**config.mk**
```make
export PLATFORM = sky130hd
export DESIGN_NAME = modbus_rtu_coil_link_master_top
export DESIGN_NICKNAME = d
export VERILOG_FILES = /design/src/hdl/mrclm_pkg.sv /design/src/hdl/modbus_rtu_coil_link_master_top.sv /design/src/hdl/mrclm_tx.sv /design/src/hdl/mrclm_rx.sv
export SDC_FILE = /design/constraint.sdc
export NUM_CORES = 1
export LEC_CHECK = 0
export BUFFER_PORTS_ARGS = -buffer_cell sky130_fd_sc_hd__buf_2
export CAP_MARGIN = 40
export CORE_ASPECT_RATIO = 1.1
export CORE_MARGIN = 8
export CORE_UTILIZATION = 55
export CTS_CLUSTER_DIAMETER = 30
export DETAILED_ROUTE_END_ITERATION = 16
export GPL_ROUTABILITY_DRIVEN = 0
export PLACE_DENSITY = 0.83
export SLEW_MARGIN = 20
export SYNTH_ARGS = -nofsm -noshare
export SYNTH_HDL_FRONTEND = slang
export SYNTH_HIERARCHICAL = 1
export SYNTH_SLANG_ARGS = --single-unit
```
**constraint.sdc**
```tcl
create_clock -name clock -period 3.3 [get_ports clock]
set_input_delay 0.825 -clock clock [delete_from_list [all_inputs] [get_ports clock]]
set_output_delay 0.825 -clock clock [all_outputs]
set_load 0.02 [all_outputs]
```
**src/hdl/mrclm_pkg.sv**
```systemverilog
// shared codes, configuration defaults, inter-module structs and the crc-16 byte step
package mrclm_pkg;

   // operation codes on the request channel
   localparam logic [1:0] OP_WRITE   = 2'd0;
   localparam logic [1:0] OP_POLL    = 2'd1;
   localparam logic [1:0] OP_BYTE    = 2'd2;
   localparam logic [1:0] OP_TIMEOUT = 2'd3;

   // pending transaction kinds
   localparam logic [1:0] PEND_NONE  = 2'd0;
   localparam logic [1:0] PEND_WRITE = 2'd1;
   localparam logic [1:0] PEND_POLL  = 2'd2;

   // response beat kinds
   localparam logic KIND_TX      = 1'b0;
   localparam logic KIND_OUTCOME = 1'b1;

   // configuration register indexes
   localparam logic [1:0] CSR_SLAVE_ID   = 2'd0;
   localparam logic [1:0] CSR_COIL_COUNT = 2'd1;
   localparam logic [1:0] CSR_MISS_LIMIT = 2'd2;

   // configuration values after reset
   localparam logic [7:0] SLAVE_ID_RST   = 8'd6;
   localparam logic [7:0] COIL_COUNT_RST = 8'd8;
   localparam logic [7:0] MISS_LIMIT_RST = 8'd3;

   // frame constants
   localparam logic [7:0]  FUNC_WRITE_COIL = 8'h05;
   localparam logic [7:0]  FUNC_READ_COILS = 8'h01;
   localparam logic [7:0]  BYTE_COUNT_ONE  = 8'h01;
   localparam logic [7:0]  COIL_ON         = 8'hFF;
   localparam logic [7:0]  MISS_MAX        = 8'hFF;
   localparam logic [15:0] CRC_INIT        = 16'hFFFF;
   localparam logic [15:0] CRC_POLY        = 16'hA001;

   typedef struct packed {
      logic [7:0] slave_id;
      logic [7:0] coil_count;
      logic [7:0] miss_limit;
   } cfg_type;

   // frame sender control
   typedef struct packed {
      logic       start;
      logic       advance;
      logic       poll;
      logic [7:0] slave_id;
      logic [7:0] addr;
      logic       on;
      logic [7:0] coil_count;
   } tx_ctl_type;

   // frame sender status and current beat
   typedef struct packed {
      logic        busy;
      logic [7:0]  data;
      logic        last;
      logic [15:0] crc;
   } tx_stat_type;

   // item handed to the reply checker
   typedef struct packed {
      logic       valid;
      logic [1:0] op;
      logic [7:0] addr;
      logic       on;
      logic [7:0] rx;
   } rx_evt_type;

   // reply checker result and presence after this item
   typedef struct packed {
      logic       outcome;
      logic       ok;
      logic       online;
      logic [7:0] missed;
   } rx_stat_type;

   // one byte through crc-16, reflected polynomial
   function automatic logic [15:0] crc_feed(input logic [15:0] crc, input logic [7:0] b);
      logic [15:0] c;
      c = crc ^ {8'h00, b};
      for (int i = 0; i < 8; i++) begin
         c = c[0] ? ((c >> 1) ^ CRC_POLY) : (c >> 1);
      end
      return c;
   endfunction

endpackage

```
**src/hdl/modbus_rtu_coil_link_master_top.sv**
```systemverilog
// top level: input register, configuration registers, frame sender, reply checker, output register
//
//   channel | direction | content
//   req_*   | in        | tuser: operation; tdata: coil_address, coil_value, rx_byte
//   rsp_*   | out       | tuser: kind; tlast: last; tdata: tx_byte, success, peer_online,
//           |           |        missed_polls
//   csr_*   | in        | write enable, register index, 8-bit write data
//
// a received byte or timeout is one item; a send command gives 8 request bytes, which
// the frame sender emits a byte a beat with a running crc.
// the input register takes the next beat while a result waits in the output register.
// reset is synchronous; it clears the pending transaction and sets the peer offline
// with the miss count at three. rsp_tready low holds both registers without loss.
module modbus_rtu_coil_link_master_top import mrclm_pkg::*; (
   input  logic        clock,
   input  logic        reset,
   input  logic        req_tvalid,
   output logic        req_tready,
   input  logic [23:0] req_tdata,   // coil_address[7:0], coil_value[8], rx_byte[16:9]
   input  logic [1:0]  req_tuser,   // operation[1:0]
   output logic        rsp_tvalid,
   input  logic        rsp_tready,
   output logic [23:0] rsp_tdata,   // tx_byte[7:0], success[8], peer_online[9],
                                    // missed_polls[17:10]
   output logic        rsp_tuser,   // kind
   output logic        rsp_tlast,   // last
   input  logic        csr_we,
   input  logic [1:0]  csr_index,
   input  logic [7:0]  csr_wdata
);

   cfg_type     cfg_ff, cfg_in;
   logic        in_valid_ff, in_valid_in;
   logic [1:0]  in_op_ff;
   logic [7:0]  in_addr_ff;
   logic        in_on_ff;
   logic [7:0]  in_rx_ff;
   logic        req_beat;
   logic        out_free;
   logic        step;
   tx_ctl_type  tx_ctl;
   tx_stat_type tx_stat;
   rx_evt_type  rx_evt;
   rx_stat_type rx_stat;
   logic        load;
   logic        rsp_valid_ff, rsp_valid_in;
   logic        rsp_kind_ff;
   logic [7:0]  rsp_byte_ff;
   logic        rsp_last_ff;
   logic        rsp_ok_ff;
   logic        rsp_online_ff;
   logic [7:0]  rsp_miss_ff;

   // configuration registers
   always_comb begin
      cfg_in = cfg_ff;
      if (csr_we) begin
         unique case (csr_index)
            CSR_SLAVE_ID:   cfg_in.slave_id   = csr_wdata;
            CSR_COIL_COUNT: cfg_in.coil_count = csr_wdata;
            CSR_MISS_LIMIT: cfg_in.miss_limit = csr_wdata;
            default:        cfg_in = cfg_ff;
         endcase
      end
   end

   always_ff @(posedge clock) begin
      if (reset) begin
         cfg_ff.slave_id   <= SLAVE_ID_RST;
         cfg_ff.coil_count <= COIL_COUNT_RST;
         cfg_ff.miss_limit <= MISS_LIMIT_RST;
      end else begin
         cfg_ff <= cfg_in;
      end
   end

   // handshake control
   assign out_free    = !rsp_valid_ff || rsp_tready;
   assign step        = in_valid_ff && !tx_stat.busy && out_free;
   assign req_tready  = !in_valid_ff || step;
   assign req_beat    = req_tvalid && req_tready;
   assign in_valid_in = req_beat ? 1'b1 : (step ? 1'b0 : in_valid_ff);

   // input register
   always_ff @(posedge clock) begin
      if (reset) begin
         in_valid_ff <= 1'b0;
      end else begin
         in_valid_ff <= in_valid_in;
      end
   end

   always_ff @(posedge clock) begin
      if (req_beat) begin
         in_op_ff   <= req_tuser;
         in_addr_ff <= req_tdata[7:0];
         in_on_ff   <= req_tdata[8];
         in_rx_ff   <= req_tdata[16:9];
      end
   end

   // frame sender
   assign tx_ctl.start      = step && ((in_op_ff == OP_POLL) ||
                              ((in_op_ff == OP_WRITE) && (in_addr_ff < cfg_ff.coil_count)));
   assign tx_ctl.advance    = out_free && tx_stat.busy;
   assign tx_ctl.poll       = (in_op_ff == OP_POLL);
   assign tx_ctl.slave_id   = cfg_ff.slave_id;
   assign tx_ctl.addr       = in_addr_ff;
   assign tx_ctl.on         = in_on_ff;
   assign tx_ctl.coil_count = cfg_ff.coil_count;

   mrclm_tx u_tx (
      .clock (clock),
      .reset (reset),
      .ctl   (tx_ctl),
      .stat  (tx_stat)
   );

   // reply checker
   assign rx_evt.valid = step;
   assign rx_evt.op    = in_op_ff;
   assign rx_evt.addr  = in_addr_ff;
   assign rx_evt.on    = in_on_ff;
   assign rx_evt.rx    = in_rx_ff;

   mrclm_rx u_rx (
      .clock     (clock),
      .reset     (reset),
      .cfg       (cfg_ff),
      .evt       (rx_evt),
      .frame_crc (tx_stat.crc),
      .stat      (rx_stat)
   );

   // output register
   assign load         = tx_ctl.start || tx_ctl.advance || rx_stat.outcome;
   assign rsp_valid_in = load ? 1'b1 : (rsp_tready ? 1'b0 : rsp_valid_ff);

   always_ff @(posedge clock) begin
      if (reset) begin
         rsp_valid_ff <= 1'b0;
      end else begin
         rsp_valid_ff <= rsp_valid_in;
      end
   end

   always_ff @(posedge clock) begin
      if (load) begin
         rsp_kind_ff   <= rx_stat.outcome ? KIND_OUTCOME : KIND_TX;
         rsp_byte_ff   <= rx_stat.outcome ? 8'h00 : tx_stat.data;
         rsp_last_ff   <= rx_stat.outcome || tx_stat.last;
         rsp_ok_ff     <= rx_stat.ok;
         rsp_online_ff <= rx_stat.online;
         rsp_miss_ff   <= rx_stat.missed;
      end
   end

   assign rsp_tvalid = rsp_valid_ff;
   assign rsp_tuser  = rsp_kind_ff;
   assign rsp_tlast  = rsp_last_ff;
   assign rsp_tdata  = {6'b000000, rsp_miss_ff, rsp_online_ff, rsp_ok_ff, rsp_byte_ff};

   // a frame in flight always has its current byte waiting in the output register
   a_busy_holds_beat: assert property (@(posedge clock) disable iff (reset)
      tx_stat.busy |-> rsp_valid_ff)
      else $error("frame sender busy with no beat in the output register");

   // outcome beats are single-beat, carry no transmit byte
   a_outcome_shape: assert property (@(posedge clock) disable iff (reset)
      (rsp_tvalid && (rsp_tuser == KIND_OUTCOME)) |-> (rsp_tlast && (rsp_tdata[7:0] == 8'h00)))
      else $error("outcome beat without last or with a transmit byte");

   // a clear miss count only follows a good poll, which sets the peer online
   a_miss_clear_online: assert property (@(posedge clock) disable iff (reset)
      (rsp_tvalid && (rsp_tdata[17:10] == 8'h00)) |-> rsp_tdata[9])
      else $error("miss count clear while peer offline");

   // no item taken from the input register while a frame is being sent
   a_no_step_in_frame: assert property (@(posedge clock) disable iff (reset)
      (tx_stat.busy && !tx_stat.last) |=> !rx_stat.outcome)
      else $error("outcome produced in the middle of a request frame");

endmodule

```
**src/hdl/mrclm_tx.sv**
```systemverilog
// request frame sender: one byte a beat, running crc appended as the last two bytes
module mrclm_tx import mrclm_pkg::*; (
   input  logic        clock,
   input  logic        reset,
   input  tx_ctl_type  ctl,
   output tx_stat_type stat
);

   localparam logic [2:0] CNT_CRC_LO = 3'd6;

   logic        busy_ff, busy_in;
   logic [2:0]  cnt_ff, cnt_in;
   logic [7:0]  sh_ff [0:4];
   logic [7:0]  sh_in [0:4];
   logic [15:0] crc_ff, crc_in;
   logic [7:0]  data;
   logic        last;

   // beat selection and next state
   always_comb begin
      busy_in = busy_ff;
      cnt_in  = cnt_ff;
      crc_in  = crc_ff;
      data    = 8'h00;
      last    = 1'b0;
      for (int i = 0; i < 5; i++) begin
         sh_in[i] = sh_ff[i];
      end
      if (ctl.start) begin
         // first byte goes straight out, the remaining header bytes are queued
         data     = ctl.slave_id;
         busy_in  = 1'b1;
         cnt_in   = 3'd1;
         crc_in   = crc_feed(CRC_INIT, ctl.slave_id);
         sh_in[0] = ctl.poll ? FUNC_READ_COILS : FUNC_WRITE_COIL;
         sh_in[1] = 8'h00;
         sh_in[2] = ctl.poll ? 8'h00 : ctl.addr;
         sh_in[3] = (ctl.poll || !ctl.on) ? 8'h00 : COIL_ON;
         sh_in[4] = ctl.poll ? ctl.coil_count : 8'h00;
      end else if (ctl.advance) begin
         if (cnt_ff < CNT_CRC_LO) begin
            data   = sh_ff[0];
            crc_in = crc_feed(crc_ff, sh_ff[0]);
         end else if (cnt_ff == CNT_CRC_LO) begin
            data = crc_ff[7:0];
         end else begin
            data    = crc_ff[15:8];
            last    = 1'b1;
            busy_in = 1'b0;
         end
         for (int i = 0; i < 4; i++) begin
            sh_in[i] = sh_ff[i + 1];
         end
         cnt_in = cnt_ff + 3'd1;
      end
   end

   // control state
   always_ff @(posedge clock) begin
      if (reset) begin
         busy_ff <= 1'b0;
         cnt_ff  <= 3'd0;
      end else begin
         busy_ff <= busy_in;
         cnt_ff  <= cnt_in;
      end
   end

   // queued bytes and crc
   always_ff @(posedge clock) begin
      crc_ff <= crc_in;
      for (int i = 0; i < 5; i++) begin
         sh_ff[i] <= sh_in[i];
      end
   end

   assign stat.busy = busy_ff;
   assign stat.data = data;
   assign stat.last = last;
   assign stat.crc  = crc_ff;

endmodule

```
**src/hdl/mrclm_rx.sv**
```systemverilog
// reply checker: echo or header compare, reply crc, outcome and peer presence tracking
module mrclm_rx import mrclm_pkg::*; (
   input  logic        clock,
   input  logic        reset,
   input  cfg_type     cfg,
   input  rx_evt_type  evt,
   input  logic [15:0] frame_crc,
   output rx_stat_type stat
);

   localparam logic [2:0] WRITE_CRC_POS = 3'd6;
   localparam logic [2:0] POLL_CRC_POS  = 3'd4;
   localparam logic [2:0] POLL_HDR_LEN  = 3'd3;

   logic [1:0]  pend_ff, pend_in;
   logic [2:0]  cnt_ff, cnt_in;
   logic [15:0] crc_ff, crc_in;
   logic [7:0]  low_ff, low_in;
   logic        hm_ff, hm_in;
   logic        online_ff, online_in;
   logic [7:0]  miss_ff, miss_in;
   logic [7:0]  exp_id_ff, exp_id_in;
   logic [7:0]  exp_addr_ff, exp_addr_in;
   logic        exp_on_ff, exp_on_in;

   logic [7:0]  exp_byte;
   logic        is_write;
   logic        cmp_en;
   logic        hm_nx;
   logic [2:0]  crc_pos;
   logic [7:0]  miss_up;
   logic        online_fail;
   logic        reply_ok;
   logic        outcome;
   logic        ok;

   assign is_write = (pend_ff == PEND_WRITE);
   assign crc_pos  = is_write ? WRITE_CRC_POS : POLL_CRC_POS;
   assign cmp_en   = is_write || (cnt_ff < POLL_HDR_LEN);

   // expected reply byte at the current position
   always_comb begin
      exp_byte = 8'h00;
      if (is_write) begin
         case (cnt_ff)
            3'd0:    exp_byte = exp_id_ff;
            3'd1:    exp_byte = FUNC_WRITE_COIL;
            3'd3:    exp_byte = exp_addr_ff;
            3'd4:    exp_byte = exp_on_ff ? COIL_ON : 8'h00;
            3'd6:    exp_byte = frame_crc[7:0];
            3'd7:    exp_byte = frame_crc[15:8];
            default: exp_byte = 8'h00;
         endcase
      end else begin
         case (cnt_ff)
            3'd0:    exp_byte = exp_id_ff;
            3'd1:    exp_byte = FUNC_READ_COILS;
            3'd2:    exp_byte = BYTE_COUNT_ONE;
            default: exp_byte = 8'h00;
         endcase
      end
   end

   assign hm_nx    = hm_ff && !(cmp_en && (evt.rx != exp_byte));
   assign reply_ok = hm_nx && ({evt.rx, low_ff} == crc_ff);

   // failed poll: saturating miss count, offline once the limit is reached
   assign miss_up     = (miss_ff == MISS_MAX) ? miss_ff : miss_ff + 8'd1;
   assign online_fail = (miss_up >= cfg.miss_limit) ? 1'b0 : online_ff;

   // per-item state update
   always_comb begin
      pend_in     = pend_ff;
      cnt_in      = cnt_ff;
      crc_in      = crc_ff;
      low_in      = low_ff;
      hm_in       = hm_ff;
      online_in   = online_ff;
      miss_in     = miss_ff;
      exp_id_in   = exp_id_ff;
      exp_addr_in = exp_addr_ff;
      exp_on_in   = exp_on_ff;
      outcome     = 1'b0;
      ok          = 1'b0;
      if (evt.valid) begin
         unique case (evt.op)
            OP_WRITE: begin
               pend_in = PEND_NONE;
               if (evt.addr >= cfg.coil_count) begin
                  outcome = 1'b1;
               end else begin
                  pend_in     = PEND_WRITE;
                  cnt_in      = 3'd0;
                  crc_in      = CRC_INIT;
                  low_in      = 8'h00;
                  hm_in       = 1'b1;
                  exp_id_in   = cfg.slave_id;
                  exp_addr_in = evt.addr;
                  exp_on_in   = evt.on;
               end
            end
            OP_POLL: begin
               pend_in   = PEND_POLL;
               cnt_in    = 3'd0;
               crc_in    = CRC_INIT;
               low_in    = 8'h00;
               hm_in     = 1'b1;
               exp_id_in = cfg.slave_id;
            end
            OP_TIMEOUT: begin
               if (pend_ff != PEND_NONE) begin
                  if (pend_ff == PEND_POLL) begin
                     miss_in   = miss_up;
                     online_in = online_fail;
                  end
                  pend_in = PEND_NONE;
                  outcome = 1'b1;
               end
            end
            OP_BYTE: begin
               if (pend_ff != PEND_NONE) begin
                  hm_in = hm_nx;
                  if (cnt_ff < crc_pos) begin
                     crc_in = crc_feed(crc_ff, evt.rx);
                     cnt_in = cnt_ff + 3'd1;
                  end else if (cnt_ff == crc_pos) begin
                     low_in = evt.rx;
                     cnt_in = cnt_ff + 3'd1;
                  end else begin
                     // crc high byte closes the reply
                     outcome = 1'b1;
                     ok      = reply_ok;
                     pend_in = PEND_NONE;
                     cnt_in  = 3'd0;
                     if (pend_ff == PEND_POLL) begin
                        if (reply_ok) begin
                           online_in = 1'b1;
                           miss_in   = 8'h00;
                        end else begin
                           miss_in   = miss_up;
                           online_in = online_fail;
                        end
                     end
                  end
               end
            end
            default: begin
               pend_in = pend_ff;
            end
         endcase
      end
   end

   // control and tracked state
   always_ff @(posedge clock) begin
      if (reset) begin
         pend_ff   <= PEND_NONE;
         cnt_ff    <= 3'd0;
         crc_ff    <= CRC_INIT;
         low_ff    <= 8'h00;
         hm_ff     <= 1'b1;
         online_ff <= 1'b0;
         miss_ff   <= MISS_LIMIT_RST;
      end else begin
         pend_ff   <= pend_in;
         cnt_ff    <= cnt_in;
         crc_ff    <= crc_in;
         low_ff    <= low_in;
         hm_ff     <= hm_in;
         online_ff <= online_in;
         miss_ff   <= miss_in;
      end
   end

   // expected reply bytes, valid once a request is sent
   always_ff @(posedge clock) begin
      exp_id_ff   <= exp_id_in;
      exp_addr_ff <= exp_addr_in;
      exp_on_ff   <= exp_on_in;
   end

   assign stat.outcome = outcome;
   assign stat.ok      = ok;
   assign stat.online  = online_in;
   assign stat.missed  = miss_in;

endmodule
```
==> flow_summary_export.csv <==
group,metric,value,unit
worst_setup_path,crit_fanout,6,
timing,slew_violations,0,
detailed_routing,drtPass1Iterations,6,
pwr,seqPwrFrac,47.2,%
worst_setup_path,critical_path_class,"flip-flop to flip-flop",
detailed_routing,drt-total-wl,22500,microns
clock_network,cts_buffer_depth,2,
worst_setup_path,r2r_cells,12,
yosys,syn-cell-area,9610,sq um
worst_hold_path,hold_start,"u_rx/low_ff[1]",
yosys,synthArstFlopShare,0,%
pwr,power_frac_comb,18.6,%
worst_setup_path,required,3.49,ns
clock_network,root_buffer,"clkbuf_16",
floorplan,num_rows,50,
detailed_routing,wl_met2,10600,microns
global_route,grt_usage,20.9,%
yosys,syn_area_per_cell,10.3,sq um
clock_network,cts_tree,"yes",
worst_setup_path,r2r_end,"rsp_miss_ff[5]",
yosys,yosysWarnings,6,
detailed_routing,met3_length,1840,microns
finish,finish.net_count,1065,
detailed_routing,vias,7292,
timing,timing.final.ws_setup,0.0386,ns
worst_setup_path,cp_cell_sequence,"ha_1 > ha_1 > buf_4 > a22oi_1 > a21oi_1 > or2_0 > nor4b_2 > o41ai_2 > o31ai_4 > nor3_1 > a221oi_1 > nor2_1",
clock_network,cts_hold_buf,0,
worst_hold_path,min_path_cells,2,
floorplan,die_h,155,microns
placement,port_buffers,55,
placement,place_ws,0.149,ns
timing,hold_violations,0,
worst_setup_path,endpoint_kind,"flip-flop",
floorplan,coreArea,17100,sq um
global_route,grt_pass1_wl,36100,microns
pwr,irDropWorstVdd,397,uV
pwr,p_per_area,544,nW/um^2
yosys,synth_common_cells,"edfxtp_1 (97), nor2_1 (90), dfxtp_1 (84)",
placement,place_hpwl,15900,microns
yosys,synth_edf_count,97,
yosys,yosysSeqAreaShare,47.8,%
detailed_routing,antenna_left,0,
timing,fin_crit,3.26,ns
finish,area_growth,12.6,%
global_route,grt_pass1_vias,6985,
pwr,power_frac_clock,34.2,%
yosys,ys.flop_type,"edfxtp_1",
timing,fin_skew,0.00804,ns
global_route,grt_max_degree,61,
floorplan,start_util,56.3,%
yosys,synth-seq-cells,181,
flow_run,maxCapViolations,0,
worst_setup_path,r2r_start,"u_rx/cnt_ff[0]",
timing,fmax,307,MHz
pwr,netSwitchingFraction,28.5,%
worst_hold_path,min_to,"u_rx/low_ff[1]",
floorplan,ios,69,
placement,post_dp_cell_area,10200,sq um
global_route,grt_overflow,0,
detailed_routing,wl_met1,9650,microns
worst_setup_path,startpoint_type,"flip-flop",
timing,tightestPinTransition,0.728,ns
worst_setup_path,critPathLaunch,"u_rx/cnt_ff[0]",
clock_network,clkLatencyLatePin,0.45,ns
global_route,antenna_found_initial,0,
detailed_routing,drt_iter0_markers,990,
pwr,switchingPower,0.00168,W
yosys,synth_cell_type_count,78,
detailed_routing,post_drt_wl_per_cell,18.2,microns
worst_setup_path,crit_top_cell,"ha_1",
finish,postLayoutCellArea,10800,sq um
pwr,leakage,4.24,nW
timing,setup_viol,0,
detailed_routing,route.detailed.drc,0,
finish,fillers,1318,
worst_setup_path,critical_path.max_stage_delay,0.37,ns
yosys,synthCells,936,
detailed_routing,avgViaCountPerCell,5.89,
pwr,p_int,0.00421,W
worst_setup_path,crit_path_top_delay_cell,"o31ai_4",
timing,fin_crit_sh,98.8,%
timing,grt_setup_unrepaired,"true",
worst_hold_path,min_path_type,"flip-flop to flip-flop",
timing,slew_headroom,51.0,%
timing,hold_ws,0.465,ns
clock_network,numCtsBuffers,17,
worst_setup_path,critPathArrivalTime,3.45,ns
floorplan,die_area,22000,sq um
finish,antenna_cells,0,
yosys,synth_area_leaders,"edfxtp_1 (30%), dfxtp_1 (17%), mux2i_1 (4.7%), xnor2_1 (4.4%), ha_1 (4.3%)",
yosys,synth_top_area_share,30.3,%
run_status,status,"finished, final reports clean",
detailed_routing,highest_layer,"met4",
clock_network,path_clk_slew,0.07,ns
worst_setup_path,rrSetupSlack,0.04,ns
finish,layout-drive-gt1-share,15.4,%
floorplan,dieWidth,142,microns
yosys,yosys.area.top_type,"edfxtp_1",
clock_network,h-tree-depth,4,
yosys,yosysMostFrequentCell,"edfxtp_1",
clock_network,cts.sinks,181,
worst max-delay path, delay by kind of cell (launching register included):
kind,cells,cell delay (ns)
adder cells (fa/ha/maj),2,0.49
AND/OR/NAND/NOR,4,0.80
AO/OA/AOI/OAI,5,1.20
flip-flops,1,0.33
buffers and inverters,1,0.18
layout by cell type (no fill, tap or decap), types with 30 or more instances in the layout:
cell	Yosys	layout
nor2_1	90	90
nor2b_1	31	30
inv_1	39	39
xnor2_1	48	48
ha_1	33	33
buf_4	14	39
mux2i_1	45	45
edfxtp_1	97	97
nand2_1	51	51
dfxtp_1	84	84
nor3_1	35	35
a21oi_1	34	34
buf_2	5	55
flip-flops by register name, summed over array words and instances, names as in the netlist, 3 cells and up:
register          count
u_rx/crc_ff          16
u_tx/crc_ff          16
u_rx/exp_addr_ff      8
in_rx_ff              8
u_tx/cnt_ff           3
u_tx/sh_ff           40
rsp_byte_ff           8
cfg_ff               24
rsp_miss_ff           8
u_rx/low_ff           8
u_rx/exp_id_ff        8
in_addr_ff            8
u_rx/miss_ff          8
u_rx/cnt_ff           3
how the worst max path moves through the flow:
stage | end | slack, ns | cells past startpoint
finish | rsp_miss_ff[5] | 0.04 | 12
global route | rsp_miss_ff[6] | -0.04 | 12
CTS | rsp_miss_ff[5] | 0.08 | 11
detailed placement | rsp_miss_ff[6] | 0.15 | 11
global placement | rsp_miss_ff[6] | 0.19 | 11
floorplan | rsp_miss_ff[5] | 0.004 | 14
metrics by stage:
step,total power [W],cells,setup TNS [ns],utilization [%]
finish,0.00589,1238,0,63.4
global route,0.00611,1238,-0.0685,63.4
CTS,0.00590,1237,0,63.1
detailed placement,0.00390,1205,0,59.7
global placement,0.00384,1204,0,59.6
floorplan,0.00363,941,0,-
layer usage:
| layer | track usage [%] | up-vias |
|---|---|---|
| li1 | - | 3436 |
| met1 | 27.3 | 3425 |
| met2 | 33.2 | 385 |
| met3 | 4.71 | 46 |
| met4 | 8.04 | 0 |
| met5 | 0 | - |
cell families after synthesis:
group | share of synthesized area (%)
compound gates | 15.0
other cells | 0.0390
mux | 4.69
xor+xnor | 7.74
simple gates | 15.3
flops | 47.8
buf+inv | 5.12
fa+ha+maj | 4.30
cell type report:
cell class | count | area (sq um) | area share [%]
multi-input cells | 654 | 4590 | 42.4
flip-flops and latches | 181 | 4590 | 42.5
clock buffers | 17 | 425 | 3.93
clock inverters | 15 | 159 | 1.47
inverters | 40 | 150 | 1.39
repair buffers | 97 | 611 | 5.64
well taps | 234 | 293 | 2.71
timing repair:
| action | 4_1_cts | 5_1_grt |
|---|---|---|
| resized for setup | 0 | 6 |
| setup buffers | 0 | 0 |
| setup endpoints to repair | 0 | 13 |
power groups by stage:
stage	clock [W]	sequential [W]	combinational, W
after global routing	0.00212	0.00280	0.00119
after CTS	0.00203	0.00278	0.00109
after floorplan	0	0.00278	0.000847
after global placement	0	0.00282	0.00102
final	0.00201	0.00278	0.00110
after detailed placement	0	0.00282	0.00107
Power figures use the tool's default switching activity.
